===== config.mk =====
export PLATFORM = sky130hd
export DESIGN_NAME = cyclic_code_syndrome_checker_core
export DESIGN_NICKNAME = d
export VERILOG_FILES = /design/src/hw/rtl/ccsc_pkg.sv /design/src/hw/rtl/ccsc_engine.sv /design/src/hw/rtl/cyclic_code_syndrome_checker_core.sv
export SDC_FILE = /design/constraint.sdc
export NUM_CORES = 2
export LEC_CHECK = 0
export CORE_MARGIN = 2
export CORE_UTILIZATION = 50
export CTS_CLUSTER_DIAMETER = 150
export DETAILED_ROUTE_END_ITERATION = 6
export DONT_BUFFER_PORTS = 1
export PLACE_DENSITY = 0.71
export SYNTH_ARGS = -nofsm -noshare
export SYNTH_HDL_FRONTEND = slang
export SYNTH_HIERARCHICAL = 1
export SYNTH_SLANG_ARGS = --single-unit

===== constraint.sdc =====
create_clock -name aclk -period 17.1 [get_ports aclk]
set_clock_uncertainty 0.15 [all_clocks]
set_input_delay 2.565 -clock aclk [delete_from_list [all_inputs] [get_ports aclk]]
set_output_delay 2.565 -clock aclk [all_outputs]
set_load 0.05 [all_outputs]

===== src/hw/rtl/ccsc_pkg.sv =====
`timescale 1ns / 1ps

package ccsc_pkg;

    localparam int unsigned MAX_BITS  = 64;
    localparam int unsigned IDX_W     = $clog2(MAX_BITS);
    localparam int unsigned LEN_W     = 7;
    localparam int unsigned ADDR_W    = 5;
    localparam int unsigned APB_DW    = 64;

    // register indexes
    localparam logic [1:0] REG_DIVIDEND  = 2'd0;
    localparam logic [1:0] REG_GENERATOR = 2'd1;
    localparam logic [1:0] REG_CODE_LEN  = 2'd2;
    localparam logic [1:0] REG_CHECK_ROW = 2'd3;

    localparam logic [MAX_BITS-1:0] DIVIDEND_RST  = MAX_BITS'(129);
    localparam logic [MAX_BITS-1:0] GENERATOR_RST = MAX_BITS'(11);
    localparam logic [LEN_W-1:0]    CODE_LEN_RST  = LEN_W'(7);
    localparam logic [LEN_W-1:0]    CHECK_ROW_RST = LEN_W'(3);

    typedef struct packed {
        logic [MAX_BITS-1:0] dividend_poly;
        logic [MAX_BITS-1:0] generator_poly;
        logic [LEN_W-1:0]    code_length;
        logic [LEN_W-1:0]    check_rows;
    } cfg_t;

    typedef enum logic [4:0] {
        ST_IDLE  = 5'b00001,
        ST_SCAN  = 5'b00010,
        ST_JUDGE = 5'b00100,
        ST_DIV   = 5'b01000,
        ST_ROWS  = 5'b10000
    } state_t;

endpackage


===== src/hw/rtl/ccsc_engine.sv =====
`timescale 1ns / 1ps

module ccsc_engine (
    input  logic                          aclk,
    input  logic                          aresetn,
    input  ccsc_pkg::cfg_t                cfg,
    input  logic                          cfg_wr,
    input  logic                          s_tvalid,
    output logic                          s_tready,
    input  logic [ccsc_pkg::MAX_BITS-1:0] s_tdata,
    output logic                          m_tvalid,
    input  logic                          m_tready,
    output logic [ccsc_pkg::MAX_BITS-1:0] m_tdata,
    output logic                          m_tuser
);

    localparam int unsigned W  = ccsc_pkg::MAX_BITS;
    localparam int unsigned IW = ccsc_pkg::IDX_W;
    localparam int unsigned LW = ccsc_pkg::LEN_W;

    ccsc_pkg::state_t state_reg, state_next;

    logic [IW-1:0] cnt_reg, cnt_next;
    logic [W-1:0]  den_sh_reg, den_sh_next;
    logic [W-1:0]  num_sh_reg, num_sh_next;
    logic [IW-1:0] dg_reg, dg_next;
    logic [IW-1:0] dn_reg, dn_next;
    logic          dg_found_reg, dg_found_next;
    logic          dn_found_reg, dn_found_next;
    logic [W-1:0]  rem_reg, rem_next;
    logic [W-1:0]  q_reg, q_next;
    logic          ready_reg, ready_next;
    logic          fault_reg, fault_next;
    logic [W-1:0]  cw_sh_reg, cw_sh_next;
    logic [W-1:0]  syn_reg, syn_next;
    logic [IW-1:0] row_reg, row_next;
    logic          emit_reg, emit_next;
    logic          m_valid_reg, m_valid_next;
    logic [W-1:0]  m_data_reg, m_data_next;
    logic          m_err_reg, m_err_next;

    logic [LW-1:0] n_eff, r_eff;
    logic [W-1:0]  cw_mask, cw_rev;
    logic [LW-1:0] load_shift;
    logic [W-1:0]  rem_sh;
    logic          q_bit;
    logic          accept, slot_free, last_row;

    always_comb begin
        n_eff = (cfg.code_length > LW'(W)) ? LW'(W) : cfg.code_length;
        r_eff = (cfg.check_rows  > LW'(W)) ? LW'(W) : cfg.check_rows;
        // column j of row 0 lines up with bit n-1-j of the reversed word after the load shift
        cw_mask = s_tdata & ~({W{1'b1}} << n_eff);
        for (int k = 0; k < W; k++) begin
            cw_rev[k] = cw_mask[W-1-k];
        end
        load_shift = LW'(W) - n_eff;
        rem_sh     = {rem_reg[W-2:0], cfg.dividend_poly[cnt_reg]};
        q_bit      = rem_sh[dg_reg];
        last_row   = ({1'b0, row_reg} == (r_eff - LW'(1)));
    end

    assign slot_free = !m_valid_reg || m_tready;
    assign s_tready  = (state_reg == ccsc_pkg::ST_IDLE) && !emit_reg;
    assign accept    = s_tvalid && s_tready;

    always_comb begin
        state_next    = state_reg;
        cnt_next      = cnt_reg;
        den_sh_next   = den_sh_reg;
        num_sh_next   = num_sh_reg;
        dg_next       = dg_reg;
        dn_next       = dn_reg;
        dg_found_next = dg_found_reg;
        dn_found_next = dn_found_reg;
        rem_next      = rem_reg;
        q_next        = q_reg;
        ready_next    = ready_reg;
        fault_next    = fault_reg;
        cw_sh_next    = cw_sh_reg;
        syn_next      = syn_reg;
        row_next      = row_reg;
        emit_next     = emit_reg;
        m_valid_next  = m_valid_reg;
        m_data_next   = m_data_reg;
        m_err_next    = m_err_reg;

        if (m_valid_reg && m_tready) begin
            m_valid_next = 1'b0;
        end

        unique case (state_reg)
            ccsc_pkg::ST_IDLE: begin
                if (emit_reg && slot_free) begin
                    m_valid_next = 1'b1;
                    m_data_next  = syn_reg;
                    m_err_next   = fault_reg;
                    emit_next    = 1'b0;
                end else if (accept) begin
                    cw_sh_next = cw_rev >> load_shift;
                    syn_next   = '0;
                    row_next   = '0;
                    if (!ready_reg) begin
                        state_next    = ccsc_pkg::ST_SCAN;
                        cnt_next      = IW'(W - 1);
                        den_sh_next   = cfg.generator_poly;
                        num_sh_next   = cfg.dividend_poly;
                        dg_found_next = 1'b0;
                        dn_found_next = 1'b0;
                        dg_next       = '0;
                        dn_next       = '0;
                    end else if (fault_reg || r_eff == '0) begin
                        emit_next = 1'b1;
                    end else begin
                        state_next = ccsc_pkg::ST_ROWS;
                    end
                end
            end
            ccsc_pkg::ST_SCAN: begin
                // degree search, top bit first
                if (den_sh_reg[W-1] && !dg_found_reg) begin
                    dg_found_next = 1'b1;
                    dg_next       = cnt_reg;
                end
                if (num_sh_reg[W-1] && !dn_found_reg) begin
                    dn_found_next = 1'b1;
                    dn_next       = cnt_reg;
                end
                den_sh_next = den_sh_reg << 1;
                num_sh_next = num_sh_reg << 1;
                cnt_next    = cnt_reg - IW'(1);
                if (cnt_reg == '0) begin
                    state_next = ccsc_pkg::ST_JUDGE;
                end
            end
            ccsc_pkg::ST_JUDGE: begin
                rem_next = '0;
                q_next   = '0;
                cnt_next = IW'(W - 1);
                if (!dg_found_reg || !dn_found_reg || dg_reg > dn_reg) begin
                    fault_next = 1'b1;
                    ready_next = 1'b1;
                    emit_next  = 1'b1;
                    state_next = ccsc_pkg::ST_IDLE;
                end else begin
                    state_next = ccsc_pkg::ST_DIV;
                end
            end
            ccsc_pkg::ST_DIV: begin
                // long division, one dividend bit per cycle
                rem_next = q_bit ? (rem_sh ^ cfg.generator_poly) : rem_sh;
                q_next   = {q_reg[W-2:0], q_bit};
                cnt_next = cnt_reg - IW'(1);
                if (cnt_reg == '0) begin
                    ready_next = 1'b1;
                    fault_next = 1'b0;
                    if (r_eff == '0) begin
                        emit_next  = 1'b1;
                        state_next = ccsc_pkg::ST_IDLE;
                    end else begin
                        state_next = ccsc_pkg::ST_ROWS;
                    end
                end
            end
            ccsc_pkg::ST_ROWS: begin
                syn_next[row_reg] = ^(q_reg & cw_sh_reg);
                cw_sh_next        = cw_sh_reg >> 1;
                row_next          = row_reg + IW'(1);
                if (last_row) begin
                    emit_next  = 1'b1;
                    state_next = ccsc_pkg::ST_IDLE;
                end
            end
            default: begin
                state_next = ccsc_pkg::ST_IDLE;
            end
        endcase

        if (cfg_wr) begin
            ready_next = 1'b0;
        end
    end

    always_ff @(posedge aclk) begin
        if (!aresetn) begin
            state_reg    <= ccsc_pkg::ST_IDLE;
            ready_reg    <= 1'b0;
            fault_reg    <= 1'b0;
            emit_reg     <= 1'b0;
            m_valid_reg  <= 1'b0;
            q_reg        <= '0;
            rem_reg      <= '0;
        end else begin
            state_reg    <= state_next;
            ready_reg    <= ready_next;
            fault_reg    <= fault_next;
            emit_reg     <= emit_next;
            m_valid_reg  <= m_valid_next;
            q_reg        <= q_next;
            rem_reg      <= rem_next;
        end
    end

    always_ff @(posedge aclk) begin
        cnt_reg      <= cnt_next;
        den_sh_reg   <= den_sh_next;
        num_sh_reg   <= num_sh_next;
        dg_reg       <= dg_next;
        dn_reg       <= dn_next;
        dg_found_reg <= dg_found_next;
        dn_found_reg <= dn_found_next;
        cw_sh_reg    <= cw_sh_next;
        syn_reg      <= syn_next;
        row_reg      <= row_next;
        m_data_reg   <= m_data_next;
        m_err_reg    <= m_err_next;
    end

    assign m_tvalid = m_valid_reg;
    assign m_tdata  = m_data_reg;
    assign m_tuser  = m_err_reg;

endmodule


===== src/hw/rtl/cyclic_code_syndrome_checker_core.sv =====
`timescale 1ns / 1ps
// with the check polynomial in place a request steps through ST_ROWS, one row per
// cycle (r = rows, capped at 64), and the syndrome then goes to the output register
// once it is free; with no rows or a config error ST_ROWS is skipped
// one codeword in flight at a time; after any register write the next codeword also
// runs the degree search and, unless refused, the bit-serial long division
// aresetn is synchronous, active low; registers return to x^7+1, x^3+x+1, n=7, r=3

module cyclic_code_syndrome_checker_core (
    input  logic                          aclk,
    input  logic                          aresetn,
    // apb configuration port
    input  logic                          psel,
    input  logic                          penable,
    input  logic                          pwrite,
    input  logic [ccsc_pkg::ADDR_W-1:0]   paddr,
    input  logic [ccsc_pkg::APB_DW-1:0]   pwdata,
    output logic [ccsc_pkg::APB_DW-1:0]   prdata,
    output logic                          pready,
    // codeword requests
    input  logic                          s_tvalid,
    output logic                          s_tready,
    input  logic [ccsc_pkg::MAX_BITS-1:0] s_tdata,  // [63:0] codeword
    // syndrome results
    output logic                          m_tvalid,
    input  logic                          m_tready,
    output logic [ccsc_pkg::MAX_BITS-1:0] m_tdata,  // [63:0] syndrome
    output logic                          m_tuser   // [0] config_error
);

    ccsc_pkg::cfg_t cfg_reg, cfg_next;
    logic           wr_en;
    logic [1:0]     reg_idx;

    // registers sit on 8-byte boundaries
    assign reg_idx = paddr[ccsc_pkg::ADDR_W-1:3];
    assign pready  = 1'b1;
    assign wr_en   = psel && penable && pwrite && pready;

    always_comb begin
        cfg_next = cfg_reg;
        if (wr_en) begin
            unique case (reg_idx)
                ccsc_pkg::REG_DIVIDEND:  cfg_next.dividend_poly  = pwdata;
                ccsc_pkg::REG_GENERATOR: cfg_next.generator_poly = pwdata;
                ccsc_pkg::REG_CODE_LEN:  cfg_next.code_length = pwdata[ccsc_pkg::LEN_W-1:0];
                ccsc_pkg::REG_CHECK_ROW: cfg_next.check_rows  = pwdata[ccsc_pkg::LEN_W-1:0];
                default:                 cfg_next = cfg_reg;
            endcase
        end
    end

    always_ff @(posedge aclk) begin
        if (!aresetn) begin
            cfg_reg.dividend_poly  <= ccsc_pkg::DIVIDEND_RST;
            cfg_reg.generator_poly <= ccsc_pkg::GENERATOR_RST;
            cfg_reg.code_length    <= ccsc_pkg::CODE_LEN_RST;
            cfg_reg.check_rows     <= ccsc_pkg::CHECK_ROW_RST;
        end else begin
            cfg_reg <= cfg_next;
        end
    end

    // register readback, narrow fields zero extended
    always_comb begin
        unique case (reg_idx)
            ccsc_pkg::REG_DIVIDEND:  prdata = cfg_reg.dividend_poly;
            ccsc_pkg::REG_GENERATOR: prdata = cfg_reg.generator_poly;
            ccsc_pkg::REG_CODE_LEN:  prdata = ccsc_pkg::APB_DW'(cfg_reg.code_length);
            ccsc_pkg::REG_CHECK_ROW: prdata = ccsc_pkg::APB_DW'(cfg_reg.check_rows);
            default:                 prdata = '0;
        endcase
    end

    // division, syndrome sequencer and output register
    ccsc_engine u_engine (
        .aclk     (aclk),
        .aresetn  (aresetn),
        .cfg      (cfg_reg),
        .cfg_wr   (wr_en),
        .s_tvalid (s_tvalid),
        .s_tready (s_tready),
        .s_tdata  (s_tdata),
        .m_tvalid (m_tvalid),
        .m_tready (m_tready),
        .m_tdata  (m_tdata),
        .m_tuser  (m_tuser)
    );

endmodule


==> key figures <==
Status
  – Status: complete, no violations

Worst setup path
  – Worst path bufs/invs: 0
  – WP depth: 2
  – Critical Path RT: 14.39 ns
  – Crit path capture: prdata[55]
  – Crit-path max cell delay: 0.77 ns
  – Crit-path cells: mux2i_1 > nor2_1
  – Startpoint types: input pin
  – Critical Path Slowest Stage Cell: nor2_1
  – CP Class: input pin to output port
  – CP max FO: 72
  – CP endpoint kind: output port
  – R2r setup slk: 11.55 ns
  – Worst R2R Start: cfg_reg[13]
  – Worst r2r dst: u_engine/cw_sh_reg[4]
  – Crit path max-delay family: simple AND/OR/NAND/NOR gates
  – Critical path origin: paddr[3]
  – R2r worst-path depth: 13
  – Crit path DAT: 3.66 ns

Floorplan
  – Core area: 65,600 µm²
  – Starting Density: 0.503
  – Number of top-level pins: 272
  – Die area: 68,100 µm²
  – Die width: 261 µm
  – Die height: 261 µm
  – Row count: 94

Finish
  – Area grow syn2layout: 7.08%
  – Share of cells above drive strength 1: 0.0679
  – Number of flip-flops in the largest register: 142
  – Post-Layout Inst Area: 35,400 µm²
  – Final std cells w/o fill: 4,311
  – Nets: 3,546

Clock tree
  – Clock sinks: 625
  – Hold_buf cts: 0
  – Max clock buf depth: 3
  – TritonCTS Buffers: 67
  – Post-CTS setup buffer count: 0
  – Worst-skew pair later-pin latency: 0.62 ns
  – Post-CTS Resized: 0
  – CTS Root Cell: clkbuf_16
  – CTS tree: built
  – Max H-tree Level: 3
  – CTS clock-pin slew for the worst setup and hold paths: 0.06 ns

Timing
  – Final setup fails: 0
  – Worst hold margin: 0.295 ns
  – Fmax: 157 MHz
  – Minimum clock period: 6.38 ns
  – Slew HR: 0.199
  – Slew @ Worst Pin: 1.20 ns
  – Final Hold Fails: 0
  – Final Cycle Share: 0.373
  – Fin Setup TNS: 0 ns
  – RSZ-0062 raised after global routing: false
  – Max Slew Vio Count: 0

Global route
  – Vias in the first global route: 24.1k
  – Busiest grt layer: met2
  – M1 GR Usage: 0.391
  – Met3 Usage GRT: 0.0583
  – Initial antenna violation count: 3
  – Total track usage: 0.279
  – Largest net degree at the start of global routing: 216
  – Gr ovfl total: 0
  – First-pass GRT wire length: 147,000 µm
  – Met2 usage: 0.431

Power
  – Switching power: 0.00130 W
  – Sequential power share: 0.531
  – Comb power frac: 0.124
  – Leak: 13.2 nW
  – Max VDD drop: 0.0588 mV
  – Pwr/cell area: 119 nW/µm²
  – Total power: 0.00420 W
  – Clk pwr share: 0.345
  – Net Sw Frac: 0.311
  – Internal Power: 0.00289 W

Placement
  – Dpl cells: 4,188
  – Placed Area: 33,200 µm²
  – Routability cong.: 0.982
  – DP Wirelength: 66,300 µm
  – I/O Buffers: 0

Synth
  – Synth top area share: 0.315
  – Post-Syn Nets: 3,708
  – Largest cells by area after synthesis: edfxtp_1 32%, dfxtp_1 17%, nand2_1 10%
  – Distinct cell type count after synthesis: 93
  – Syn Inst Count: 3,555
  – Most frequent cell after synthesis: nand2_1
  – Synth area leader: edfxtp_1
  – Synth warn: 6
  – Post-Synthesis Cell Area: 33,000 µm²
  – EDFF count, synth: 347
  – Post-synth top flop: edfxtp_1
  – Ys async rst share: 0
  – Synth cell count leaders: 911 x nand2_1, 347 x edfxtp_1, 318 x nor2_1
  – Register area share after synthesis: 0.484
  – Synth Register Bits: 625
  – Syn_area_per_cell: 9.29 µm²

Drt
  – Drt wl/cell: 22.7 µm
  – Vias: 26.3k
  – 1st-iter DRT viols: 3,304
  – Via density per instance: 6.10
  – Drt total wl: 97,900 µm
  – # DRC: 0
  – Post-route ant nets: 0
  – Initial DRT Pass Iterations: 6

Worst hold path
  – Class of the worst hold path: flop to flop

Job
  – Max-Cap Viols: 0
[worst min-delay path by stage]
stage | start | to | slack, ns | depth (start not counted)
2_1_floorplan | u_engine/syn_reg[59] | u_engine/m_tdata[59] | 0.27 | 0
3_3_place_gp | u_engine/syn_reg[59] | u_engine/m_tdata[59] | 0.27 | 0
3_5_place_dp | u_engine/syn_reg[59] | u_engine/m_tdata[59] | 0.28 | 0
4_1_cts | u_engine/syn_reg[58] | u_engine/m_tdata[58] | 0.30 | 0
5_1_grt | u_engine/syn_reg[59] | u_engine/m_tdata[59] | 0.31 | 0
6_report | u_engine/syn_reg[58] | u_engine/m_tdata[58] | 0.30 | 0
[stage by stage]
stage | setup WS, ns | util
5_1_grt | 10.78 | 0.539
2_1_floorplan | 4.13 | -
3_3_place_gp | 10.85 | 0.506
6_report | 10.72 | 0.539
4_1_cts | 10.84 | 0.539
3_5_place_dp | 10.84 | 0.506
[metal layers]
layer,part of all wire,up-vias
met1,0.42,12700
met2,0.45,1259
li1,-,12200
met4,0.034,4
met3,0.092,205
met5,0.00028,-
[cells by family (layout without fill, tap and decap cells)]
group	count (synthesis)	in the layout	synth area share
other	1	2	0.000114
DFF	625	625	0.484
muxes	349	349	0.119
AOI/OAI and AO/OA	566	566	0.113
and+or+nand+nor	1558	1558	0.198
xor gates and xnor gates	143	143	0.0381
adders and majority gates	13	13	0.00492
buffers and inverters	300	191	0.0425
[power groups by stage]
stage	clock [W]	sequential [W]	combinational, W
after floorplan	0	0.00224	0.000409
after global placement	0	0.00225	0.000511
after detailed placement	0	0.00226	0.000521
after CTS	0.00147	0.00223	0.000522
after global routing	0.00152	0.00225	0.000569
final	0.00145	0.00223	0.000522
[cells in the final DEF (no fill, tap or decap), types with 18 or more instances in the layout]
cell       synthesis  layout
a21oi_1           86      86
dfxtp_1          278     278
nand3_1           46      45
mux4_2            34      34
nand2_1          911     908
mux2i_1          300     300
xnor2_1           60      60
o22ai_1           21      21
o21ai_1           46      46
nor2b_1           21      21
clkbuf_16          0      67
inv_1             26      24
edfxtp_1         347     347
nor3_1           140     138
a22oi_1           85      85
a22o_1            18      18
buf_4             22      38
nor2_1           318     317
xor2_1            82      82
o21ai_0          134     133
clkbuf_1         158      19
o211ai_1          29      29
[cell type report]
class	count	area [µm²]
flip-flops and latches	625	16000
clock buffers	94	1850
fillers	5852	30300
inverters	31	119
well taps	864	1080
diodes	1	2.50
repair buffers	38	285
multi-input cells	2630	15700
clock inverters	28	327
(Power assumes the default switching activity.)
